<file path="config.mk">
export PLATFORM = sky130hd
export DESIGN_NAME = atd_merge
export DESIGN_NICKNAME = d
export VERILOG_FILES = /design/src/rtl/core/atd_pkg.sv /design/src/rtl/core/atd_merge.sv
export SDC_FILE = /design/constraint.sdc
export NUM_CORES = 1
export LEC_CHECK = 0
export BUFFER_PORTS_ARGS = -buffer_cell sky130_fd_sc_hd__buf_2
export CORE_AREA = 2 2 423 425
export DETAILED_ROUTE_END_ITERATION = 6
export DIE_AREA = 0 0 425 427
export GPL_ROUTABILITY_DRIVEN = 1
export GPL_TIMING_DRIVEN = 0
export SYNTH_ARGS = -nofsm -noshare
export SYNTH_HDL_FRONTEND = slang
export SYNTH_SLANG_ARGS = --single-unit
export TNS_END_PERCENT = 30
</file>
<file path="constraint.sdc">
create_clock -name clk -period 23.8 [get_ports clk]
set_input_delay 3.57 -clock clk [delete_from_list [all_inputs] [get_ports clk]]
set_output_delay 3.57 -clock clk [all_outputs]
set_load 0.02 [all_outputs]
</file>
<file path="src/rtl/core/atd_pkg.sv">
`default_nettype none
// ----------------------------------------------------------------------------
// Affine TRS decomposition package
// Shared widths, types, latencies and constants for the decomposition core.
// ----------------------------------------------------------------------------
package atd_pkg;

    localparam int WORD_BITS = 32;
    localparam int FRAC_BITS = 16;
    localparam int NUM_AXES  = 3;

    localparam int QUO_BITS  = WORD_BITS + FRAC_BITS;
    localparam int SQ_STEPS  = WORD_BITS;
    localparam int RAD_BITS  = 2 * WORD_BITS;
    localparam int SREM_BITS = WORD_BITS + 4;
    localparam int DREM_BITS = WORD_BITS + 2;
    localparam int DET_BITS  = 3 * WORD_BITS + 4;

    localparam int LANE_LAT  = SQ_STEPS + QUO_BITS + 4;
    localparam int DET_LAT   = 4;
    localparam int FLIP_DLY  = LANE_LAT - DET_LAT;

    typedef logic signed [WORD_BITS-1:0] word_t;
    typedef logic [WORD_BITS:0]          mag_t;
    typedef logic [QUO_BITS:0]           quo_t;
    typedef logic [1:0]                  axis_t;

    localparam axis_t FIRST_AXIS = 2'd0;
    localparam axis_t LAST_AXIS  = 2'd2;

    localparam word_t WORD_MAX = {1'b0, {(WORD_BITS-1){1'b1}}};
    localparam word_t WORD_MIN = {1'b1, {(WORD_BITS-1){1'b0}}};

    typedef struct packed {
        mag_t                     mag;
        quo_t  [NUM_AXES-1:0]     quo;
        word_t [NUM_AXES-1:0]     raw;
    } lane_res_t;

endpackage
`default_nettype wire

</file>
<file path="src/rtl/core/atd_merge.sv">
`default_nettype none
// ----------------------------------------------------------------------------
// Result merge stage
// Applies the determinant sign and saturation to the lane results and sends
// the three axis results of one matrix out one transfer at a time.
// ----------------------------------------------------------------------------
module atd_merge (
    input  logic                                       clk,
    input  logic                                       rst_n,
    input  atd_pkg::lane_res_t [atd_pkg::NUM_AXES-1:0] lres,
    input  logic                                       flip,
    input  atd_pkg::word_t [atd_pkg::NUM_AXES-1:0]     move,
    input  logic                                       ld_valid,
    output logic                                       ser_free,
    output logic                                       out_valid,
    input  logic                                       out_stall,
    output atd_pkg::axis_t                             axis,
    output atd_pkg::word_t                             scale,
    output atd_pkg::word_t                             rot_x,
    output atd_pkg::word_t                             rot_y,
    output atd_pkg::word_t                             rot_z,
    output atd_pkg::word_t                             shift,
    output logic                                       last
);
    import atd_pkg::*;

    typedef struct packed {
        word_t                scale;
        word_t [NUM_AXES-1:0] rot;
        word_t                shift;
    } result_t;

    function automatic word_t sat_val(input quo_t m, input logic neg);
        quo_t lim;
        lim = quo_t'(1) << (WORD_BITS - 1);
        if (neg)
        begin
            if (m > lim)
            begin
                sat_val = WORD_MIN;
            end
            else
            begin
                sat_val = word_t'(~m[WORD_BITS-1:0] + 1'b1);
            end
        end
        else if (m >= lim)
        begin
            sat_val = WORD_MAX;
        end
        else
        begin
            sat_val = word_t'(m[WORD_BITS-1:0]);
        end
    endfunction

    result_t res_next [NUM_AXES];
    result_t res_reg [NUM_AXES];
    result_t cur;
    logic    busy_reg;
    axis_t   cnt_reg;
    logic    load;

    always_comb
    begin
        for (int k = 0; k < NUM_AXES; k++)
        begin
            res_next[k].scale = sat_val(quo_t'(lres[k].mag), flip);
            for (int j = 0; j < NUM_AXES; j++)
            begin
                if (lres[k].mag == '0)
                begin
                    res_next[k].rot[j] = lres[k].raw[j];
                end
                else
                begin
                    res_next[k].rot[j] = sat_val(lres[k].quo[j],
                                                 lres[k].raw[j][WORD_BITS-1] ^ flip);
                end
            end
            res_next[k].shift = move[k];
        end
    end

    assign ser_free = !busy_reg || ((cnt_reg == LAST_AXIS) && !out_stall);
    assign load     = ld_valid && ser_free;

    always_ff @(posedge clk or negedge rst_n)
    begin
        if (!rst_n)
        begin
            busy_reg <= 1'b0;
            cnt_reg  <= FIRST_AXIS;
        end
        else if (load)
        begin
            busy_reg <= 1'b1;
            cnt_reg  <= FIRST_AXIS;
        end
        else if (busy_reg && !out_stall)
        begin
            if (cnt_reg == LAST_AXIS)
            begin
                busy_reg <= 1'b0;
            end
            else
            begin
                cnt_reg <= cnt_reg + 2'd1;
            end
        end
    end

    always_ff @(posedge clk)
    begin
        if (load)
        begin
            for (int k = 0; k < NUM_AXES; k++)
            begin
                res_reg[k] <= res_next[k];
            end
        end
    end

    always_comb
    begin
        unique case (cnt_reg)
            2'd0:    cur = res_reg[0];
            2'd1:    cur = res_reg[1];
            default: cur = res_reg[2];
        endcase
    end

    assign out_valid = busy_reg;
    assign axis      = cnt_reg;
    assign scale     = cur.scale;
    assign rot_x     = cur.rot[0];
    assign rot_y     = cur.rot[1];
    assign rot_z     = cur.rot[2];
    assign shift     = cur.shift;
    assign last      = (cnt_reg == LAST_AXIS);

`ifndef SYNTH
    a_cnt_range: assert property (@(posedge clk) disable iff (!rst_n)
        busy_reg |-> (cnt_reg <= LAST_AXIS))
        else $error("axis counter out of range");

    a_step: assert property (@(posedge clk) disable iff (!rst_n)
        (busy_reg && !out_stall && (cnt_reg != LAST_AXIS)) |=>
        (busy_reg && (cnt_reg == $past(cnt_reg) + 2'd1)))
        else $error("axis sequence broken");

    a_hold: assert property (@(posedge clk) disable iff (!rst_n)
        (busy_reg && out_stall) |=> (busy_reg && $stable(cnt_reg)))
        else $error("stalled result changed");
`endif

endmodule
`default_nettype wire

</file>
# Word level (Yosys, flattened, before mapping)

Memory sizes are Yosys's and may differ from the RTL's.
Cells that the tools add are included.

Register bits: 3
RAM bits: 480
Input bits: 929
Output and inout port bits: 165
Logic and storage cells: 132
Memories kept: 1

$add $sub $neg: 13
Magnitude comparators: 24
Eq/ne operators: 3
Multiplexer cells: 54
Bitwise operators: 21
Reduce and logical (&&, ||, !) cells: 14

Memories:

| memory  | words | bits a word | read ports | clocked after memory_dff | wr ports | line            | RTL |
|---|---|---|---|---|---|---|---|
| res_reg | 3     | 160         | 3          | 0                        | 3        | atd_merge.sv:58 | `result_t res_reg [NUM_AXES];` |

Operator list:

| cell                                                                               | number |
|---|---|
| 32-bit two-way mux                                                                 | 45 |
| 49-bit by 32-bit >= comparator with 1-bit output (second input constant)           | 9 |
| 49-bit by 32-bit greater-than comparator with 1-bit output (second input constant) | 9 |
| 32-bit by 1-bit adder with 32-bit output (second input constant)                   | 12 |
| 32-bit inverter                                                                    | 12 |
| 160-bit one-hot mux with 2 select lines                                            | 1 |
| 33-bit by 32-bit >= comparator with 1-bit output (second input constant)           | 3 |
| 33-bit by 32-bit greater-than comparator with 1-bit output (second input constant) | 3 |
| 33-bit zero test                                                                   | 3 |
| 1-bit XOR                                                                          | 9 |
| 2-bit two-way mux                                                                  | 3 |
| 1-bit two-way mux                                                                  | 5 |
| 2-bit AND reduction                                                                | 2 |
| 2-bit nonzero test                                                                 | 2 |
| 1-bit logical AND                                                                  | 3 |
| 2-bit by 1-bit adder with 2-bit output (second input constant)                     | 1 |
| 2-bit by 1-bit equality test with 1-bit output (second input constant)             | 1 |
| 2-bit equality test (second input constant)                                        | 1 |
| 1-bit zero test                                                                    | 2 |
| 2-bit zero test                                                                    | 1 |
| 2-bit by 1-bit != test with 1-bit output (second input constant)                   | 1 |
| 1-bit logical OR                                                                   | 1 |

# Depth between registers and ports, before layout

Depth after elaboration: 6
Depth in mapped cells: 12
Depth with buffers taken out: 9

# Worst setup path after synthesis

No wires, ideal clock.

Path type: input-to-reg
From: in out_stall
To: mem res_reg[0][0] (netlist bit), enable pin
Library setup time: 0.904 ns
Data arrival time: 15.040 ns
Data required time: 22.896 ns
Path slack: 7.856 ns
Stages: 2
Buffers on the path: 0
Cells stage by stage: o21ai_0 -> and2_1

RTL lines:

| what        | line            | RTL |
|---|---|---|
| from (decl) | atd_merge.sv:16 | `input logic out_stall,` |
| to (decl)   | atd_merge.sv:58 |  |

# Worst setup path in the final report

From: reg cnt_reg[0], in the netlist axis[0]
To: out rot_y[4]

Cells in the longest elaborated chain, start to end: 2
Elaborated cells on any way between the ends: 3
Classes of those cells: eq/ne (1); mux (1); reduce/logical (1)

RTL lines:

| what                                                                              | line             | RTL |
|---|---|---|
| from (decl)                                                                       | atd_merge.sv:61  | `axis_t cnt_reg;` |
| from (signal assigned)                                                            | atd_merge.sv:108 | `cnt_reg <= cnt_reg + 2'd1;` |
| 2-bit by 1-bit equality test with 1-bit output or 2-bit zero test (tied branches) | atd_merge.sv:126 | `unique case (cnt_reg)` |
| 160-bit one-hot mux with 2 select lines (*)                                       | atd_merge.sv:126 |  |
| to (decl)                                                                         | atd_merge.sv:20  | `output atd_pkg::word_t rot_y,` |

Mark *: on every way between the ends. The rest lies on a longest branch, timed or not.

==> summary.md <==
| Metric | Value |
|---|---|
| Synth Flop Type | edfxtp_1 |
| Most frequent cells after synthesis | nand2_1 (586), nor2_1 (483), edfxtp_1 (480), a21oi_1 (292), nor3_1 (225) |
| Max Cap Viol | 0 |
| Largest net degree at the start of global routing | 72 |
| Mapped Area | between 30000 and 40000 um^2 |
| Setup TNS | 0 ns |
| Die height | 427 um |
| Worst-path clk slew | approximately 0.07 ns |
| Period utilization | between 30 and 40% |
| H-tree depth | 2 |
| Sequential cell area fraction in the yosys report | 44.3% |
| Internal | between 2000 and 2500 uW |
| Tmin final | about 8.6 ns |
| Share of cells above drive strength 1 | 25.6% |
| Vias per inst | 5.30 |
| CTS max path bufs | 3 |
| Global-route wire length before repair | between 300000 and 400000 um |
| Num Clock Sinks | between 400 and 500 |
| Startpoint Class | flop |
| DR pass1 iterations | 6 |
| Final wirelength | between 200000 and 250000 um |
| Relative slew margins | -0.318% |
| Hold Path Class | reg -> reg |
| Starting Density | 18.4% |
| Setup bufs post-CTS | 0 |
| Number of global-route vias before repair | around 36000 |
| Cell variety after synth | 84 |
| CP endpoint kind | output port |
| Critical Path AT | between 5 and 6 ns |
| CP max FO | 10 |
| Sw Share | 46.7% |
| Most numerous cell in the Yosys netlist | nand2_1 |
| Total Routing Usage GR | between 20% and 30% |
| VDD IR max | about 0.000065 V |
| Reg2reg start | axis[0] |
| Die area | 181000 um^2 |
| Number of synthesized flops with an enable pin | 480 |
| Drt first-iter violations | 4827 |
| Area fraction of the dominant cell type after synthesis | about 44% |
| Failing checks | max-slew violations |
| Vias | 39886 |
| Synthesized flop and latch total | ~480 |
| Core Region | ~180000 um^2 |
| Die X | about 430 um |
| Largest cells by area after synthesis | edfxtp_1 (44%), nand2_1 (6.7%), nor2_1 (5.5%) |
| Initial antenna violation count | 160 |
| Avg WL per Cell | ~33 um |
| Clock share of power | between 20% and 30% |
| F_max | 0.116 GHz |
| Post-DP HPWL | between 200000 and 250000 um |
| IO Port Bufs | around 1100 |
| Syn nets | roughly 4800 |
| # IOs | 1094 |
| Critical path type | reg -> out |
| Max FFs per register | between 400 and 500 |
| Static Leak | ~0.016 uW |
| CTS tree | built |
| Yosys Warn Count | 0 |
| Wire length on met3 | between 20000 and 25000 um |
| Asr flop ratio synth | less than 1% |
| HP Start | axis[0] |
| DRC Markers | 0 |
| Worst Path Required | roughly 20 ns |
| Worst-margin pin slew | roughly 1.5 ns |
| WL met2 | 115000 um |
| Num rows | between 150 and 200 |
| CTS Buf Count | 61 |
| Synth Area per Inst | around 8.4 um^2 |
| Max layer used | met5 |
| Setup violators final | 0 |
| Clock root cell | clkbuf_16 |
| Status | complete, but fails checks |
| P&R area growth vs syn | 34.0% |
| Slew Viols, Final | 1 |
| Hold-fix buffers at CTS | 0 |
| Clock Latency Late Sink | roughly 0.74 ns |
| Power Density | 89.3 nW/um^2 |
| Final core occ | between 20% and 30% |
| Reg-to-reg slack, setup | about 20 ns |
| Grt ovf | 0 |
| Post-CTS sizing | 0 |
| Logic pwr share | approximately 45% |
| Area leader, netlist | edfxtp_1 |
| Setup crit start | axis[0] |
| Final hold violation count | 0 |
| Nets | 5984 |
| Clock skew | approximately 0.042 ns |
| M1 WL | a little under 100000 um |
| RSZ-0062 raised after global routing | false |
| Synth Instances | 3876 |
| Register share of total power | 28.6% |
| Psw | 1830 uW |
| ANT nets after route | 0 |
| Gp weighted congestion | around 1 |
| Power after layout | around 3900 uW |
final cells by class:
type / instances / area (um^2)
well taps: 2355 / 2950
clock inverters: 51 / 591
plain buffers: 232 / 915
diodes: 79 / 198
clock buffers: 65 / 1540
fillers: 19688 / 133000
flip-flops and latches: 483 / 14500
repair buffers: 1101 / 5790
inverters: 52 / 195
multi-input cells: 3109 / 17100
cells by family (layout without fill, tap and decap cells):
family | count (synthesis) | count (layout) | synth area share, %
adder cells (fa/ha/maj) | 15 | 15 | 0.574
flip-flops | 483 | 483 | 44.3
AND/OR/NAND/NOR | 1875 | 1875 | 27.4
multiplexers | 11 | 11 | 0.371
other | 0 | 79 | 0
buffers and inverters | 284 | 1501 | 3.33
XOR/XNOR | 58 | 58 | 1.55
AO/OA/AOI/OAI | 1150 | 1150 | 22.5
layer usage:
| layer | track usage [%] | vias to the layer above |
|---|---|---|
| li1 | - | 17195 |
| met1 | 31.8 | 19542 |
| met2 | 42.2 | 2530 |
| met3 | 6.47 | 581 |
| met4 | 13.4 | 38 |
| met5 | 0.582 | - |
power groups by stage:
stage	sequential, uW	clock (uW)	combinational [uW]
6_report	1120	1020	1770
5_1_grt	1130	1070	1860
4_1_cts	1120	1040	1760
3_5_place_dp	1130	0	1760
3_3_place_gp	1240	0	1740
2_1_floorplan	1190	0	804
path summary, 6_finish.rpt:
check,cells after the start,to
max,9,rot_y[4]
min in group asynchronous,1,out_valid
min,1,axis[0]
min reg2reg,1,axis[0]
max in group asynchronous,1,axis[1]
max reg2reg,8,res_reg[0][86]
worst max-delay path, stage by stage (launching register included):
cell	delay, ns
dfrtp_1	0.42
inv_1	0.11
ha_1	0.21
clkbuf_1	0.39
nor2_1	0.69
clkbuf_2	0.69
clkbuf_1	0.89
nand2_1	0.45
nand2_1	0.17
buf_2	0.29
layout by cell type, fill, tap and decap left out, types with 24 or more instances in the layout:
master / n
a21oi_1: 292
nand3b_1: 29
a31oi_1: 110
nor3_1: 224
o22ai_1: 39
xor2_1: 29
nor4_1: 135
o22a_1: 27
buf_2: 1099
edfxtp_1: 480
a211oi_1: 24
or3_1: 96
o31ai_1: 28
diode_2: 79
a21o_1: 38
nor2_1: 483
or4_1: 47
o211ai_1: 28
o21a_1: 42
clkbuf_16: 61
or2_2: 28
nand2_1: 586
nand2b_1: 27
o21ai_0: 223
inv_1: 52
nand4_1: 30
xnor2_1: 29
a22oi_1: 170
nand3_1: 74
o311ai_0: 25
clkbuf_1: 200
metrics by stage:
step / worst slack [ns] / cells / hold slack, ns / area (um^2)
3_5_place_dp: 14.24 / 7332 / 0.582 / 41500
4_1_cts: 14.94 / 7448 / 0.593 / 43600
3_3_place_gp: 1.86 / 7318 / 0.555 / 41100
6_report: 15.18 / 7527 / 0.596 / 43800
5_1_grt: 14.94 / 7491 / 0.610 / 43700
2_1_floorplan: 7.86 / 3876 / 0.653 / 32700
(Power assumes the default switching activity.)
